$ cat src/sv/pas_pkg.sv
package pas_pkg;

   // table geometry
   localparam int TABLE_DEPTH = 16;
   localparam int IDX_W       = $clog2(TABLE_DEPTH);
   localparam int CNT_W       = IDX_W + 1;
   localparam int TAG_W       = 8;
   localparam int SIZE_BITS   = 48;
   localparam int RESV_W      = SIZE_BITS + 5;
   localparam int ACT_W       = 5;
   localparam int OP_W        = 3;
   localparam int KIND_W      = 3;
   localparam int CSR_IDX_W   = 1;

   // input operations
   localparam logic [OP_W-1:0] OP_REGISTER = 3'd0;
   localparam logic [OP_W-1:0] OP_DEMAND   = 3'd1;
   localparam logic [OP_W-1:0] OP_LOAD_DONE = 3'd2;
   localparam logic [OP_W-1:0] OP_TAKEN    = 3'd3;
   localparam logic [OP_W-1:0] OP_RELEASE  = 3'd4;
   localparam logic [OP_W-1:0] OP_START    = 3'd5;
   localparam logic [OP_W-1:0] OP_STOP     = 3'd6;

   // result kinds
   localparam logic [KIND_W-1:0] K_DISPATCH   = 3'd0;
   localparam logic [KIND_W-1:0] K_ACCEPTED   = 3'd1;
   localparam logic [KIND_W-1:0] K_NOT_FOUND  = 3'd2;
   localparam logic [KIND_W-1:0] K_CANCELED   = 3'd3;
   localparam logic [KIND_W-1:0] K_DUPLICATE  = 3'd4;
   localparam logic [KIND_W-1:0] K_REJECTED   = 3'd5;
   localparam logic [KIND_W-1:0] K_TABLE_FULL = 3'd6;
   localparam logic [KIND_W-1:0] K_FINISHED   = 3'd7;

   // configuration register indexes
   localparam logic [CSR_IDX_W-1:0] CSR_MAX_ACTIVE = 1'd0;
   localparam logic [CSR_IDX_W-1:0] CSR_MAX_BYTES  = 1'd1;

endpackage

$ cat src/sv/prefetch_admission_scheduler_core.sv
// Prefetch admission scheduler.
// req_ channel: one command item (op, job_id, byte_count, load_failed) per
// handshake. rsp_ channel: zero to TABLE_DEPTH+1 result items per command,
// rsp_last marks the final one. csr_ channel: writes max_active (index 0) or
// max_ready_bytes (index 1); it is always ready. It is to be used only while
// idle; the block itself does not enforce this. Job tags live in flip-flops
// and are matched combinationally; job sizes and the waiting list live in two
// single-port-write RAMs with registered reads. A scheduling pass visits each
// waiting entry in S_PASS_RD and S_PASS_SZ, and S_PASS_DEC when it is examined
// fully, scanning the list at most twice; a compaction sweep through S_CMP_RD
// and S_CMP_WR per entry follows. These RAM read round trips set the rate.
// One command is handled at a time; req_ready is high only when idle.
// A staging register holds the newest result so rsp_last can be set; a
// stalled receiver just holds the sequencer at its next result.
// Reset (synchronous) empties the table, disables and un-halts the
// scheduler and sets both limits to 1. No clearing pass is needed.
module prefetch_admission_scheduler_core import pas_pkg::*; (
   input  logic                   clock,
   input  logic                   reset,
   input  logic                   req_valid,
   output logic                   req_ready,
   input  logic [OP_W-1:0]        req_op,
   input  logic [TAG_W-1:0]       req_job_id,
   input  logic [SIZE_BITS-1:0]   req_byte_count,
   input  logic                   req_load_failed,
   output logic                   rsp_valid,
   input  logic                   rsp_ready,
   output logic [KIND_W-1:0]      rsp_kind,
   output logic [TAG_W-1:0]       rsp_job_id_res,
   output logic [SIZE_BITS-1:0]   rsp_byte_count_res,
   output logic                   rsp_last,
   input  logic                   csr_valid,
   output logic                   csr_ready,
   input  logic [CSR_IDX_W-1:0]   csr_index,
   input  logic [SIZE_BITS-1:0]   csr_wdata
);

   typedef enum logic [3:0] {
      S_IDLE, S_LOOK, S_EXEC, S_PASS_RD, S_PASS_SZ, S_PASS_DEC,
      S_CMP_RD, S_CMP_WR, S_STOP_RD, S_STOP_SZ, S_STOP_EMIT, S_FLUSH
   } state_type;

   state_type               state_ff, state_in;
   logic [OP_W-1:0]         op_ff, op_in;
   logic [TAG_W-1:0]        tag_ff, tag_in;
   logic [SIZE_BITS-1:0]    bytes_ff, bytes_in;
   logic                    failed_ff, failed_in;
   logic                    hit_ff, hit_in;
   logic [IDX_W-1:0]        hit_idx_ff, hit_idx_in;
   logic                    free_ok_ff, free_ok_in;
   logic [IDX_W-1:0]        free_idx_ff, free_idx_in;
   logic [TABLE_DEPTH-1:0]  valid_ff, valid_in;
   logic [TABLE_DEPTH-1:0]  dem_ff, dem_in;
   logic [TABLE_DEPTH-1:0]  disp_ff, disp_in;
   logic [TAG_W-1:0]        slot_tag_ff [TABLE_DEPTH];
   logic [CNT_W-1:0]        wcnt_ff, wcnt_in;
   logic [ACT_W-1:0]        infl_ff, infl_in;
   logic [RESV_W-1:0]       resv_ff, resv_in;
   logic                    en_ff, en_in;
   logic                    halt_ff, halt_in;
   logic [ACT_W-1:0]        max_act_ff, max_act_in;
   logic [SIZE_BITS-1:0]    max_bytes_ff, max_bytes_in;
   logic [CNT_W-1:0]        idx_ff, idx_in;
   logic [CNT_W-1:0]        kcnt_ff, kcnt_in;
   logic                    scan2_ff, scan2_in;
   logic                    cmp_all_ff, cmp_all_in;
   logic [IDX_W-1:0]        cur_s_ff, cur_s_in;
   logic                    pend_valid_ff, pend_valid_in;
   logic [KIND_W-1:0]       pend_kind_ff, pend_kind_in;
   logic [TAG_W-1:0]        pend_tag_ff, pend_tag_in;
   logic [SIZE_BITS-1:0]    pend_bytes_ff, pend_bytes_in;
   logic                    rsp_valid_ff, rsp_valid_in;
   logic [KIND_W-1:0]       rsp_kind_ff, rsp_kind_in;
   logic [TAG_W-1:0]        rsp_tag_ff, rsp_tag_in;
   logic [SIZE_BITS-1:0]    rsp_bytes_ff, rsp_bytes_in;
   logic                    rsp_last_ff, rsp_last_in;

   // memories and their ports
   logic [SIZE_BITS-1:0]    size_mem [TABLE_DEPTH];
   logic [IDX_W-1:0]        order_mem [TABLE_DEPTH];
   logic [SIZE_BITS-1:0]    size_rd_ff;
   logic [IDX_W-1:0]        ord_rd_ff;
   logic                    size_re, size_we, ord_re, ord_we, tag_we;
   logic [IDX_W-1:0]        size_raddr, size_waddr, ord_raddr, ord_waddr, ord_wdata;

   // combinational helpers
   logic                    look_hit, look_free;
   logic [IDX_W-1:0]        look_hit_idx, look_free_idx;
   logic                    out_free, can_emit, emit_req, emit_go;
   logic [KIND_W-1:0]       emit_kind;
   logic [TAG_W-1:0]       emit_tag;
   logic [SIZE_BITS-1:0]    emit_bytes;
   logic [ACT_W-1:0]        limit;
   logic [SIZE_BITS-1:0]    budget;
   logic [RESV_W-1:0]       budget_ext, size_ext, room;
   logic                    fits;
   logic [RESV_W:0]         resv_sum;
   logic                    pass_on;
   logic                    drop;

   assign req_ready          = (state_ff == S_IDLE);
   assign csr_ready          = 1'b1;
   assign rsp_valid          = rsp_valid_ff;
   assign rsp_kind           = rsp_kind_ff;
   assign rsp_job_id_res     = rsp_tag_ff;
   assign rsp_byte_count_res = rsp_bytes_ff;
   assign rsp_last           = rsp_last_ff;

   // tag match and free slot search over the tag flops
   always_comb begin
      look_hit      = 1'b0;
      look_hit_idx  = '0;
      look_free     = 1'b0;
      look_free_idx = '0;
      for (int i = TABLE_DEPTH - 1; i >= 0; i--) begin
         if (valid_ff[i] && slot_tag_ff[i] == tag_ff) begin
            look_hit     = 1'b1;
            look_hit_idx = IDX_W'(i);
         end
         if (!valid_ff[i]) begin
            look_free     = 1'b1;
            look_free_idx = IDX_W'(i);
         end
      end
   end

   // budget check for the slot under examination
   assign limit      = (max_act_ff == '0) ? ACT_W'(1) : max_act_ff;
   assign budget     = (max_bytes_ff == '0) ? SIZE_BITS'(1) : max_bytes_ff;
   assign budget_ext = RESV_W'(budget);
   assign size_ext   = RESV_W'(size_rd_ff);
   assign room       = budget_ext - resv_ff;
   assign fits       = (resv_ff <= budget_ext) && (size_ext <= room);
   assign resv_sum   = {1'b0, resv_ff} + (RESV_W + 1)'(size_rd_ff);
   assign pass_on    = en_ff && !halt_ff;
   assign drop       = cmp_all_ff ? disp_ff[ord_rd_ff] : (ord_rd_ff == hit_idx_ff);

   assign out_free = !rsp_valid_ff || rsp_ready;
   assign can_emit = !pend_valid_ff || out_free;
   assign emit_go  = emit_req && can_emit;

   // sequencer
   always_comb begin
      state_in      = state_ff;
      op_in         = op_ff;
      tag_in        = tag_ff;
      bytes_in      = bytes_ff;
      failed_in     = failed_ff;
      hit_in        = hit_ff;
      hit_idx_in    = hit_idx_ff;
      free_ok_in    = free_ok_ff;
      free_idx_in   = free_idx_ff;
      valid_in      = valid_ff;
      dem_in        = dem_ff;
      disp_in       = disp_ff;
      wcnt_in       = wcnt_ff;
      infl_in       = infl_ff;
      resv_in       = resv_ff;
      en_in         = en_ff;
      halt_in       = halt_ff;
      max_act_in    = max_act_ff;
      max_bytes_in  = max_bytes_ff;
      idx_in        = idx_ff;
      kcnt_in       = kcnt_ff;
      scan2_in      = scan2_ff;
      cmp_all_in    = cmp_all_ff;
      cur_s_in      = cur_s_ff;
      pend_valid_in = pend_valid_ff;
      pend_kind_in  = pend_kind_ff;
      pend_tag_in   = pend_tag_ff;
      pend_bytes_in = pend_bytes_ff;
      rsp_valid_in  = rsp_valid_ff && !rsp_ready;
      rsp_kind_in   = rsp_kind_ff;
      rsp_tag_in    = rsp_tag_ff;
      rsp_bytes_in  = rsp_bytes_ff;
      rsp_last_in   = rsp_last_ff;
      emit_req      = 1'b0;
      emit_kind     = K_ACCEPTED;
      emit_tag      = tag_ff;
      emit_bytes    = '0;
      size_re       = 1'b0;
      size_raddr    = hit_idx_ff;
      size_we       = 1'b0;
      size_waddr    = free_idx_ff;
      ord_re        = 1'b0;
      ord_raddr     = idx_ff[IDX_W-1:0];
      ord_we        = 1'b0;
      ord_waddr     = wcnt_ff[IDX_W-1:0];
      ord_wdata     = free_idx_ff;
      tag_we        = 1'b0;

      // configuration writes
      if (csr_valid) begin
         case (csr_index)
            CSR_MAX_ACTIVE: max_act_in   = csr_wdata[ACT_W-1:0];
            CSR_MAX_BYTES:  max_bytes_in = csr_wdata;
            default: ;
         endcase
      end

      case (state_ff)
         S_IDLE: begin
            if (req_valid) begin
               op_in     = req_op;
               tag_in    = req_job_id;
               bytes_in  = req_byte_count;
               failed_in = req_load_failed;
               state_in  = S_LOOK;
            end
         end
         S_LOOK: begin
            hit_in      = look_hit;
            hit_idx_in  = look_hit_idx;
            free_ok_in  = look_free;
            free_idx_in = look_free_idx;
            size_re     = 1'b1;
            size_raddr  = look_hit_idx;
            state_in    = S_EXEC;
         end
         S_EXEC: begin
            idx_in   = '0;
            scan2_in = 1'b0;
            case (op_ff)
               OP_REGISTER: begin
                  emit_req = 1'b1;
                  if (halt_ff) begin
                     emit_kind = K_REJECTED;
                     if (emit_go) state_in = S_FLUSH;
                  end else if (hit_ff) begin
                     emit_kind = K_DUPLICATE;
                     if (emit_go) state_in = S_FLUSH;
                  end else if (!free_ok_ff || wcnt_ff >= CNT_W'(TABLE_DEPTH)) begin
                     emit_kind = K_TABLE_FULL;
                     if (emit_go) state_in = S_FLUSH;
                  end else begin
                     emit_kind  = K_ACCEPTED;
                     emit_bytes = bytes_ff;
                     if (emit_go) begin
                        valid_in[free_idx_ff] = 1'b1;
                        dem_in[free_idx_ff]   = 1'b0;
                        disp_in[free_idx_ff]  = 1'b0;
                        tag_we   = 1'b1;
                        size_we  = 1'b1;
                        ord_we   = 1'b1;
                        wcnt_in  = wcnt_ff + CNT_W'(1);
                        state_in = S_PASS_RD;
                     end
                  end
               end
               OP_DEMAND: begin
                  emit_req = 1'b1;
                  if (!hit_ff) begin
                     emit_kind = K_NOT_FOUND;
                     if (emit_go) state_in = S_FLUSH;
                  end else begin
                     emit_kind  = K_ACCEPTED;
                     emit_bytes = size_rd_ff;
                     if (emit_go) begin
                        dem_in[hit_idx_ff] = 1'b1;
                        state_in = S_PASS_RD;
                     end
                  end
               end
               OP_LOAD_DONE: begin
                  emit_req = 1'b1;
                  if (!hit_ff || !disp_ff[hit_idx_ff]) begin
                     emit_kind = K_NOT_FOUND;
                     if (emit_go) state_in = S_FLUSH;
                  end else begin
                     emit_kind  = K_FINISHED;
                     emit_bytes = size_rd_ff;
                     if (emit_go) begin
                        if (infl_ff != '0) infl_in = infl_ff - ACT_W'(1);
                        if (failed_ff)
                           resv_in = (resv_ff > size_ext) ? resv_ff - size_ext : '0;
                        state_in = S_PASS_RD;
                     end
                  end
               end
               OP_TAKEN: begin
                  emit_req = 1'b1;
                  if (!hit_ff) begin
                     emit_kind = K_NOT_FOUND;
                     if (emit_go) state_in = S_FLUSH;
                  end else begin
                     emit_kind  = K_ACCEPTED;
                     emit_bytes = size_rd_ff;
                     if (emit_go) begin
                        valid_in[hit_idx_ff] = 1'b0;
                        dem_in[hit_idx_ff]   = 1'b0;
                        disp_in[hit_idx_ff]  = 1'b0;
                        kcnt_in    = '0;
                        cmp_all_in = 1'b0;
                        state_in   = S_CMP_RD;
                     end
                  end
               end
               OP_RELEASE: begin
                  resv_in  = (resv_ff > RESV_W'(bytes_ff)) ? resv_ff - RESV_W'(bytes_ff) : '0;
                  state_in = S_PASS_RD;
               end
               OP_START: begin
                  if (en_ff || halt_ff) begin
                     state_in = S_FLUSH;
                  end else begin
                     en_in    = 1'b1;
                     state_in = S_PASS_RD;
                  end
               end
               OP_STOP: begin
                  if (halt_ff) begin
                     state_in = S_FLUSH;
                  end else begin
                     halt_in  = 1'b1;
                     en_in    = 1'b0;
                     state_in = S_STOP_RD;
                  end
               end
               default: state_in = S_FLUSH;
            endcase
         end
         // scan entry idx of the waiting list
         S_PASS_RD: begin
            if (!pass_on) begin
               state_in = S_FLUSH;
            end else if (infl_ff >= limit || (idx_ff >= wcnt_ff && scan2_ff)) begin
               idx_in     = '0;
               kcnt_in    = '0;
               cmp_all_in = 1'b1;
               state_in   = S_CMP_RD;
            end else if (idx_ff >= wcnt_ff) begin
               idx_in   = '0;
               scan2_in = 1'b1;
            end else begin
               ord_re   = 1'b1;
               state_in = S_PASS_SZ;
            end
         end
         S_PASS_SZ: begin
            cur_s_in = ord_rd_ff;
            if (disp_ff[ord_rd_ff] || (!scan2_ff && !dem_ff[ord_rd_ff])) begin
               idx_in   = idx_ff + CNT_W'(1);
               state_in = S_PASS_RD;
            end else begin
               size_re    = 1'b1;
               size_raddr = ord_rd_ff;
               state_in   = S_PASS_DEC;
            end
         end
         S_PASS_DEC: begin
            if (fits || dem_ff[cur_s_ff]) begin
               emit_req   = 1'b1;
               emit_kind  = K_DISPATCH;
               emit_tag   = slot_tag_ff[cur_s_ff];
               emit_bytes = size_rd_ff;
               if (emit_go) begin
                  disp_in[cur_s_ff] = 1'b1;
                  infl_in  = infl_ff + ACT_W'(1);
                  resv_in  = resv_sum[RESV_W] ? '1 : resv_sum[RESV_W-1:0];
                  idx_in   = idx_ff + CNT_W'(1);
                  state_in = S_PASS_RD;
               end
            end else begin
               idx_in   = idx_ff + CNT_W'(1);
               state_in = S_PASS_RD;
            end
         end
         // compact the waiting list in place
         S_CMP_RD: begin
            if (idx_ff >= wcnt_ff) begin
               wcnt_in  = kcnt_ff;
               state_in = S_FLUSH;
            end else begin
               ord_re   = 1'b1;
               state_in = S_CMP_WR;
            end
         end
         S_CMP_WR: begin
            if (!drop) begin
               ord_we    = 1'b1;
               ord_waddr = kcnt_ff[IDX_W-1:0];
               ord_wdata = ord_rd_ff;
               kcnt_in   = kcnt_ff + CNT_W'(1);
            end
            idx_in   = idx_ff + CNT_W'(1);
            state_in = S_CMP_RD;
         end
         // cancel every waiting job that is not yet dispatched
         S_STOP_RD: begin
            if (idx_ff >= wcnt_ff) begin
               wcnt_in  = '0;
               state_in = S_FLUSH;
            end else begin
               ord_re   = 1'b1;
               state_in = S_STOP_SZ;
            end
         end
         S_STOP_SZ: begin
            cur_s_in = ord_rd_ff;
            if (disp_ff[ord_rd_ff]) begin
               idx_in   = idx_ff + CNT_W'(1);
               state_in = S_STOP_RD;
            end else begin
               size_re    = 1'b1;
               size_raddr = ord_rd_ff;
               state_in   = S_STOP_EMIT;
            end
         end
         S_STOP_EMIT: begin
            emit_req   = 1'b1;
            emit_kind  = K_CANCELED;
            emit_tag   = slot_tag_ff[cur_s_ff];
            emit_bytes = size_rd_ff;
            if (emit_go) begin
               idx_in   = idx_ff + CNT_W'(1);
               state_in = S_STOP_RD;
            end
         end
         // push out the staged result with the last flag
         S_FLUSH: begin
            if (!pend_valid_ff) begin
               state_in = S_IDLE;
            end else if (out_free) begin
               rsp_valid_in  = 1'b1;
               rsp_kind_in   = pend_kind_ff;
               rsp_tag_in    = pend_tag_ff;
               rsp_bytes_in  = pend_bytes_ff;
               rsp_last_in   = 1'b1;
               pend_valid_in = 1'b0;
               state_in      = S_IDLE;
            end
         end
         default: state_in = S_IDLE;
      endcase

      // new result: the staged one moves to the output, the new one is staged
      if (emit_go) begin
         if (pend_valid_ff) begin
            rsp_valid_in = 1'b1;
            rsp_kind_in  = pend_kind_ff;
            rsp_tag_in   = pend_tag_ff;
            rsp_bytes_in = pend_bytes_ff;
            rsp_last_in  = 1'b0;
         end
         pend_valid_in = 1'b1;
         pend_kind_in  = emit_kind;
         pend_tag_in   = emit_tag;
         pend_bytes_in = emit_bytes;
      end
   end

   // control and payload registers
   always_ff @(posedge clock) begin
      if (reset) begin
         state_ff      <= S_IDLE;
         valid_ff      <= '0;
         dem_ff        <= '0;
         disp_ff       <= '0;
         wcnt_ff       <= '0;
         infl_ff       <= '0;
         resv_ff       <= '0;
         en_ff         <= 1'b0;
         halt_ff       <= 1'b0;
         max_act_ff    <= ACT_W'(1);
         max_bytes_ff  <= SIZE_BITS'(1);
         pend_valid_ff <= 1'b0;
         rsp_valid_ff  <= 1'b0;
      end else begin
         state_ff      <= state_in;
         valid_ff      <= valid_in;
         dem_ff        <= dem_in;
         disp_ff       <= disp_in;
         wcnt_ff       <= wcnt_in;
         infl_ff       <= infl_in;
         resv_ff       <= resv_in;
         en_ff         <= en_in;
         halt_ff       <= halt_in;
         max_act_ff    <= max_act_in;
         max_bytes_ff  <= max_bytes_in;
         pend_valid_ff <= pend_valid_in;
         rsp_valid_ff  <= rsp_valid_in;
      end
      op_ff         <= op_in;
      tag_ff        <= tag_in;
      bytes_ff      <= bytes_in;
      failed_ff     <= failed_in;
      hit_ff        <= hit_in;
      hit_idx_ff    <= hit_idx_in;
      free_ok_ff    <= free_ok_in;
      free_idx_ff   <= free_idx_in;
      idx_ff        <= idx_in;
      kcnt_ff       <= kcnt_in;
      scan2_ff      <= scan2_in;
      cmp_all_ff    <= cmp_all_in;
      cur_s_ff      <= cur_s_in;
      pend_kind_ff  <= pend_kind_in;
      pend_tag_ff   <= pend_tag_in;
      pend_bytes_ff <= pend_bytes_in;
      rsp_kind_ff   <= rsp_kind_in;
      rsp_tag_ff    <= rsp_tag_in;
      rsp_bytes_ff  <= rsp_bytes_in;
      rsp_last_ff   <= rsp_last_in;
      if (tag_we) slot_tag_ff[free_idx_ff] <= tag_ff;
   end

   // job size RAM
   always_ff @(posedge clock) begin
      if (size_we) size_mem[size_waddr] <= bytes_ff;
      if (size_re) size_rd_ff <= size_mem[size_raddr];
   end

   // waiting list RAM
   always_ff @(posedge clock) begin
      if (ord_we) order_mem[ord_waddr] <= ord_wdata;
      if (ord_re) ord_rd_ff <= order_mem[ord_raddr];
   end

   // checks
   a_wcnt_bound: assert property (@(posedge clock) disable iff (reset)
      wcnt_ff <= CNT_W'(TABLE_DEPTH))
      else $error("waiting count above table depth");

   a_disp_subset: assert property (@(posedge clock) disable iff (reset)
      (disp_ff & ~valid_ff) == '0)
      else $error("dispatched flag on a free slot");

   a_idle_empty: assert property (@(posedge clock) disable iff (reset)
      state_ff == S_IDLE |-> !pend_valid_ff)
      else $error("staged item left behind when idle");

   a_halt_off: assert property (@(posedge clock) disable iff (reset)
      halt_ff |-> !en_ff)
      else $error("enabled while halted");

endmodule
$ cat config.mk
export PLATFORM = sky130hd
export DESIGN_NAME = prefetch_admission_scheduler_core
export DESIGN_NICKNAME = d
export VERILOG_FILES = /design/src/sv/pas_pkg.sv /design/src/sv/prefetch_admission_scheduler_core.sv
export SDC_FILE = /design/constraint.sdc
export NUM_CORES = 2
export LEC_CHECK = 0
export ABC_AREA = 1
export BUFFER_PORTS_ARGS = -buffer_cell sky130_fd_sc_hd__buf_2
export CAP_MARGIN = 20
export CORE_UTILIZATION = 40
export CTS_BUF_LIST = sky130_fd_sc_hd__clkbuf_4
export CTS_CLUSTER_DIAMETER = 150
export DETAILED_ROUTE_END_ITERATION = 7
export SYNTH_ARGS = -nofsm -noshare
export SYNTH_HDL_FRONTEND = slang
export SYNTH_SLANG_ARGS = --single-unit
$ cat constraint.sdc
create_clock -name clock -period 13.05 [get_ports clock]
set_input_delay 1.305 -clock clock [delete_from_list [all_inputs] [get_ports clock]]
set_output_delay 1.305 -clock clock [all_outputs]
set_load 0.01 [all_outputs]
# == After elaboration in Yosys (flattened, before gate mapping) ==
# Memory sizes are Yosys's and may differ from the RTL's. A register that Yosys moved wholly into a read port is not among the register bits.
# Cells that the tools add are included.
# totals
regBits,377
output_inout_bits,63
input_bits,114
memories,3
ramBits,960
word_cells,466
# mem_list
memory,words,width,rd,rd_clocked_by_memory_dff,wr,line_no,source
size_mem,16,48,1,1,1,prefetch_admission_scheduler_core.sv:79,logic [SIZE_BITS-1:0] size_mem [TABLE_DEPTH];
slot_tag_ff,16,8,17,1,1,prefetch_admission_scheduler_core.sv:55,logic [TAG_W-1:0] slot_tag_ff [TABLE_DEPTH];
order_mem,16,4,1,1,1,prefetch_admission_scheduler_core.sv:80,logic [IDX_W-1:0] order_mem [TABLE_DEPTH];
# classes
magnitude_cmp,14
n_reduce_logical,81
add_sub_neg,9
n_eq_ne,82
muxes,230
bitwise_logic,11
# ops
operator,n
2-to-1 mux 48 bit,12
2-to-1 mux 53 bit,8
2-to-1 mux 16 bit,22
case mux 48 bit (3 select lines),2
case mux 53 bit (2 select lines),2
2-to-1 mux 4 bit,50
2-to-1 mux 5 bit,26
equality test 8 bit,16
> comparator 53 x 48 -> 1 bit,2
subtractor 53 x 48 -> 53 bit,2
case mux 16 bit (2 select lines),3
AND 16 bit,5
inequality test 2 bit (second input constant),30
adder 53 x 48 -> 54 bit,1
2-to-1 mux 1 bit,54
less-or-equal comparator 48 x 53 -> 1 bit,1
less-or-equal comparator 53 x 48 -> 1 bit,1
subtractor 48 x 53 -> 53 bit,1
logical NOT 48 bit,1
2-to-1 mux 8 bit,6
OR 16 bit,3
case mux 16 bit (3 select lines),1
case mux 4 bit (12 select lines),1
2-to-1 mux 3 bit,14
53 further kinds,163

# == Longest topological paths before layout ==
# An unclocked memory read counts as a cell.
# depth
ltp_word,20
depth_mapped,47
depth_no_buf,45

# == Least setup slack after synthesis ==
# Ideal clock, no wire load.
# synth_timing
kind,reg2reg
from,reg max_bytes_ff[8]
to,mem size_mem[10][0] (enable)
period_less_slack_ns,9.679
t_required_ns,12.511
path_buffers,3
path_stages_with_launch,44
path_slack_ns,3.371
setup_time_ns,0.539
t_arrival_ns,9.140
path_cell_list,dfxtp_1 nor4_1 nand4_1 nor4_1 nor2_1 ha_1 inv_1 fa_1 nand3_1 nand2_1 nand2_1 nand2_1 nand2_1 nand2_2 nand2_1 nand2_2 and3_1 a21oi_1 [... 8 more ...] and3_1 nand2_1 nor4_1 nand4_1 nand3_1 nor2_1 nand4_1 nand2_1 nand3_2 nand2_4 nand2_4 nand2_2 buf_6 inv_2 buf_4 nand3_2 buf_2 nor3_1
# synth_between
elab_chain_cells,17
elab_cells_between_ends,18
classes_between,1 x add/sub; 2 x order compare; 11 x mux; 4 x reduce/logical
# synth_lines
item,line_no,source
from (decl),prefetch_admission_scheduler_core.sv:62,"logic [SIZE_BITS-1:0] max_bytes_ff, max_bytes_in;"
from (signal assigned),prefetch_admission_scheduler_core.sv:479,max_bytes_ff <= max_bytes_in;
logical NOT 48 bit,prefetch_admission_scheduler_core.sv:129,assign budget = (max_bytes_ff == '0) ? SIZE_BITS'(1) : max_bytes_ff;
2-to-1 mux 48 bit *,prefetch_admission_scheduler_core.sv:129,
subtractor 48 x 53 -> 53 bit,prefetch_admission_scheduler_core.sv:132,assign room = budget_ext - resv_ff;
less-or-equal comparator 48 x 53 -> 1 bit,prefetch_admission_scheduler_core.sv:133,assign fits = (resv_ff <= budget_ext) && (size_ext <= room);
logical AND 1 bit *,prefetch_admission_scheduler_core.sv:133,
logical OR 1 bit *,prefetch_admission_scheduler_core.sv:351,if (fits || dem_ff[cur_s_ff]) begin
2-to-1 mux 1 bit *,prefetch_admission_scheduler_core.sv:351,
case mux 1 bit (3 select lines) *,prefetch_admission_scheduler_core.sv:201,case (state_ff)
logical AND 1 bit *,prefetch_admission_scheduler_core.sv:140,assign emit_go = emit_req && can_emit;
2-to-1 mux 1 bit *,prefetch_admission_scheduler_core.sv:238,if (emit_go) begin
2-to-1 mux 1 bit *,prefetch_admission_scheduler_core.sv:232,end else if (!free_ok_ff || wcnt_ff >= CNT_W'(TABLE_DEPTH)) begin
2-to-1 mux 1 bit *,prefetch_admission_scheduler_core.sv:229,end else if (hit_ff) begin
2-to-1 mux 1 bit *,prefetch_admission_scheduler_core.sv:226,if (halt_ff) begin
2-to-1 mux 1 bit *,prefetch_admission_scheduler_core.sv:223,case (op_ff)
2-to-1 mux 1 bit *,prefetch_admission_scheduler_core.sv:201,
2-to-1 mux 1 bit *,prefetch_admission_scheduler_core.sv:508,if (size_we) size_mem[size_waddr] <= bytes_ff;
2-to-1 mux 1 bit (implied by the code) *,prefetch_admission_scheduler_core.sv:508,
to (decl),prefetch_admission_scheduler_core.sv:79,
# Every way passes the cells marked *; elsewhere a longest branch is shown, timed or not.

# == Final worst setup path ==
# layout_timing
from,reg max_bytes_ff[1]
to,reg resv_ff[40]
# layout_between
elab_chain_cells,11
elab_cells_between_ends,14
classes_between,1 x add/sub; 2 x order compare; 3 x eq/ne; 3 x mux; 5 x reduce/logical
# layout_lines
item,line_no,source
logical NOT 48 bit,prefetch_admission_scheduler_core.sv:129,
2-to-1 mux 48 bit *,prefetch_admission_scheduler_core.sv:129,
subtractor 48 x 53 -> 53 bit,prefetch_admission_scheduler_core.sv:132,
less-or-equal comparator 48 x 53 -> 1 bit,prefetch_admission_scheduler_core.sv:133,
logical AND 1 bit *,prefetch_admission_scheduler_core.sv:133,
logical OR 1 bit *,prefetch_admission_scheduler_core.sv:351,
2-to-1 mux 1 bit,prefetch_admission_scheduler_core.sv:351,
case mux 1 bit (3 select lines),prefetch_admission_scheduler_core.sv:201,
logical AND 1 bit,prefetch_admission_scheduler_core.sv:140,
inequality test 3 bit (no line) / inequality test 2 bit (equally long branches),-,
AND reduction 7 bit (no line) *,-,
to (signal assigned),prefetch_admission_scheduler_core.sv:475,resv_ff <= resv_in;
to (decl),prefetch_admission_scheduler_core.sv:58,"logic [RESV_W-1:0] resv_ff, resv_in;"
# Marks and branches as above.
# A chain may end at the register's enable or synchronous reset.

==> impl_metrics.csv <==
group,metric,value,unit
worst_hold_path,worstHoldEndpoint,"bytes_ff[15]",
cts,clockBufferDepth,4,
synthesis,synth_mux_area_share,0.238,%
cells_and_area,fin_area,83700,um2
power_and_ir_drop,finalPower,0.0173,W
critical_path,path_max_fanout,73,
timing,min_period,9.13,ns
grt,grt_max_degree,182,
synthesis,synth.cells.most_frequent,"nand2_1 (1666), edfxtp_1 (1217), inv_1 (1025), nand3_1 (894), nor2_1 (703)",
synthesis,synth_top_area_share,48.2,%
detailed_routing,wl_per_cell,22.0,um
grt,antenna_found_initial,3,
floorplanning,initial_utilization,40.3,%
synthesis,ys_seq_area_share,52.9,%
timing,setup-violations-final,0,
cells_and_area,layout.nets,9071,
worst_hold_path,whs_path_depth,1,
power_and_ir_drop,power_density,206,nW/um2
power_and_ir_drop,power.share.combinational,43.5,%
detailed_routing,via_per_inst,5.49,
place,dp.final_hpwl,171000,um
grt,grt_overflow,0,
floorplanning,core-area,188000,um2
timing,hold_viol,0,
critical_path,cp-end-kind,"flop",
timing,hold_ws,0.175,ns
synthesis,synth_cell_type_count,73,
cts,h-tree-depth,5,
cts,post-cts-setup-buffers,0,
cts,cts-root-buf,"clkbuf_4",
synthesis,synth-xor-area-share,2.53,%
synthesis,yosys-top-cells-area,"edfxtp_1 (48%), nand2_1 (8.3%), nand3_1 (5.9%)",
floorplanning,die_area,191000,um2
synthesis,yosys.area_share.simple,21.7,%
floorplanning,io_pins,177,
cts,cts_buffers,387,
outcome,violations,"design-rule violations",
detailed_routing,route.detailed.drc,36,
critical_path,reg2regPathDepth,46,
timing,slew_violations,0,
cts,insertion_delay,1.38,ns
critical_path,r2r_start,"max_bytes_ff[1]",
timing,finClkSkew,0.157,ns
detailed_routing,drt-total-wl,252000,um
synthesis,synth_most_common_cell,"nand2_1",
cts,path_clk_slew,0.06,ns
place,placed_cell_area,78800,um2
critical_path,crit_type,"reg -> reg",
detailed_routing,drt_pass1_iterations,8,
critical_path,r2r-end,"resv_ff[40]",
timing,setup_tns,0,ns
critical_path,cp.arrival,10.27,ns
power_and_ir_drop,p_int,0.00953,W
cells_and_area,layoutNonFillerInstCount,11500,
place,port_buffers,175,
power_and_ir_drop,p_leak,34.3,nW
synthesis,synth_compound_area_share,10.4,%
timing,finalCritPeriodShare,70.0,%
critical_path,crit_path_start_kind,"flop",
critical_path,worstPathRequired,14.19,ns
synthesis,async_reset_ff_share,0,%
grt,grt_pass1_wl,375000,um
detailed_routing,vias,62900,
power_and_ir_drop,p_sw_share,44.8,%
floorplanning,dieHeight,437,um
synthesis,ys_ff_latch,1393,
place,place_inst,10800,
cts,holdBufCountCts,31,
place,gp_congestion,0.997,
timing,fmax,110,MHz
floorplanning,die_w,437,um
power_and_ir_drop,clkPwrFrac,22.4,%
cells_and_area,syn2layout_area_growth,10.5,%
cts,ctsResizeCount,0,
critical_path,r2r_slack,3.92,ns
detailed_routing,drtIter0Drc,6473,
timing,rsz0062_at_grt,"no",
cells_and_area,drive_gt1_share,11.1,%
power_and_ir_drop,power_frac_seq,34.2,%
synthesis,syn-num-nets,8816,
synthesis,synth_fa_ha_area_share,4.36,%
floorplanning,num_rows,159,
synthesis,syn_inst,8441,
power_and_ir_drop,ir_worst_vdd,0.000182,V
synthesis,synth_edf_count,1217,
timing,worst_slew_pin_slew,1.16,ns
worst_hold_path,hold_start,"req_byte_count[15]",
synthesis,yosys.area.top_type,"edfxtp_1",
run,maxCapViolCount,0,
synthesis,syn_area,75800,um2
cts,clock-sinks,1393,
detailed_routing,final_antenna_net_count,0,
grt,grt_pass1_vias,60400,
power_and_ir_drop,power.switching,0.00772,W
critical_path,cp_slowest_cell,"inv_4",
timing,slew_headroom,22.4,%
grt,track_usage,25.7,%
worst_hold_path,hold_path_class,"in -> reg",
synthesis,yosys_warnings,0,
critical_path,critPathMaxStageDelay,0.78,ns
cts,tritoncts,"built",
outcome,status,"complete, but fails checks",
synthesis,synth_top_family_by_area,"simple AND/OR/NAND/NOR gates",
synthesis,ys.flop_type,"edfxtp_1",
synthesis,syn_area_per_cell,8.98,um2
critical_path,cp_common_cell,"nand2_1",
-- sequential cells by signal, indices dropped and copies added (netlist names), 5 cells and up, named ones only --
name and count:
size_mem 768, slot_tag_ff 128, order_mem 64, resv_ff 53, bytes_ff 48, max_bytes_ff 48, pend_bytes_ff 48, size_rd_ff 48
dem_ff 16, disp_ff 16, valid_ff 16, pend_tag_ff 8, tag_ff 8, idx_ff 5, infl_ff 5, kcnt_ff 5
max_act_ff 5, wcnt_ff 5
-- logic make-up (layout without fill, tap and decap cells) --
kind of cell	Yosys count	after routing
other	1	9
buffers and inverters	1502	2015
AND/OR/NAND/NOR	3707	3707
flip-flops	1393	1393
XOR/XNOR	219	219
adder cells (fa/ha/maj)	261	261
multiplexers	18	18
AO/OA/AOI/OAI	1340	1340
-- power groups by stage --
| stage | combinational [W] | clock, W | sequential, W |
|---|---|---|---|
| after floorplan | 0.00503 | 0 | 0.00570 |
| after global placement | 0.00732 | 0 | 0.00595 |
| after detailed placement | 0.00733 | 0 | 0.00596 |
| after CTS | 0.00738 | 0.00397 | 0.00587 |
| after global routing | 0.00823 | 0.00418 | 0.00590 |
| final | 0.00750 | 0.00386 | 0.00590 |
-- metrics by stage --
step	utilization, %	setup WS (ns)
after detailed placement	41.9	3.82
after floorplan	-	3.37
final	44.5	3.92
after global routing	44.5	3.05
after CTS	44.5	3.69
after global placement	41.9	3.91
-- worst max-delay path: cells and delay by family (launching register included) --
kind            cells  cell delay (ns)
xor+xnor            1             0.16
flops               1             0.35
fa+ha+maj           3             0.76
compound gates      3             0.34
simple gates       34             5.38
buf+inv             5             1.83
-- final cells by class --
| class | instances | area, um2 |
|---|---|---|
| Timing Repair Buffer | 315 | 2050 |
| Fill cell | 18500 | 104000 |
| Sequential cell | 1393 | 40100 |
| Multi-Input combinational cell | 5546 | 29900 |
| Antenna cell | 8 | 20.0 |
| Clock buffer | 541 | 4060 |
| Inverter | 1053 | 3960 |
| Tap cell | 2495 | 3120 |
| Clock inverter | 106 | 572 |
-- placed cells by master (no fill, tap or decap), types with 51 or more instances in the layout --
master | synthesis | final
nand2_1 | 1666 | 1665
edfxtp_1 | 1217 | 1217
inv_1 | 1025 | 1020
nand3_1 | 894 | 894
nor2_1 | 703 | 700
clkbuf_4 | 0 | 541
a21oi_1 | 470 | 470
o21ai_0 | 405 | 404
ha_1 | 256 | 256
nand3b_1 | 209 | 209
dfxtp_1 | 176 | 175
buf_2 | 150 | 175
xor2_1 | 167 | 167
buf_4 | 33 | 105
o22ai_1 | 91 | 91
clkinv_1 | 4 | 85
a22oi_1 | 67 | 66
nor3_1 | 68 | 52
xnor2_1 | 52 | 52
nor4_1 | 51 | 51
-- metal layers --
layer	global-route usage, %	vias up	part of all wire (%)
li1	-	29600	-
met1	36.9	30200	45
met2	39.2	2742	44
met3	4.04	422	7.7
met4	9.12	2	3.0
met5	0	-	0.0052
-- how the worst max path moves through the flow --
stage	start	to	slack (ns)	cells past startpoint
after floorplan	max_bytes_ff[8]	size_mem[10][0]	3.37	43
after global placement	max_bytes_ff[1]	resv_ff[41]	3.91	46
after detailed placement	max_bytes_ff[1]	resv_ff[40]	3.82	46
after CTS	max_bytes_ff[1]	resv_ff[40]	3.69	38
after global routing	max_bytes_ff[1]	resv_ff[40]	3.05	46
final	max_bytes_ff[1]	resv_ff[40]	3.92	46
No activity file was read; power rests on OpenSTA's default activity.
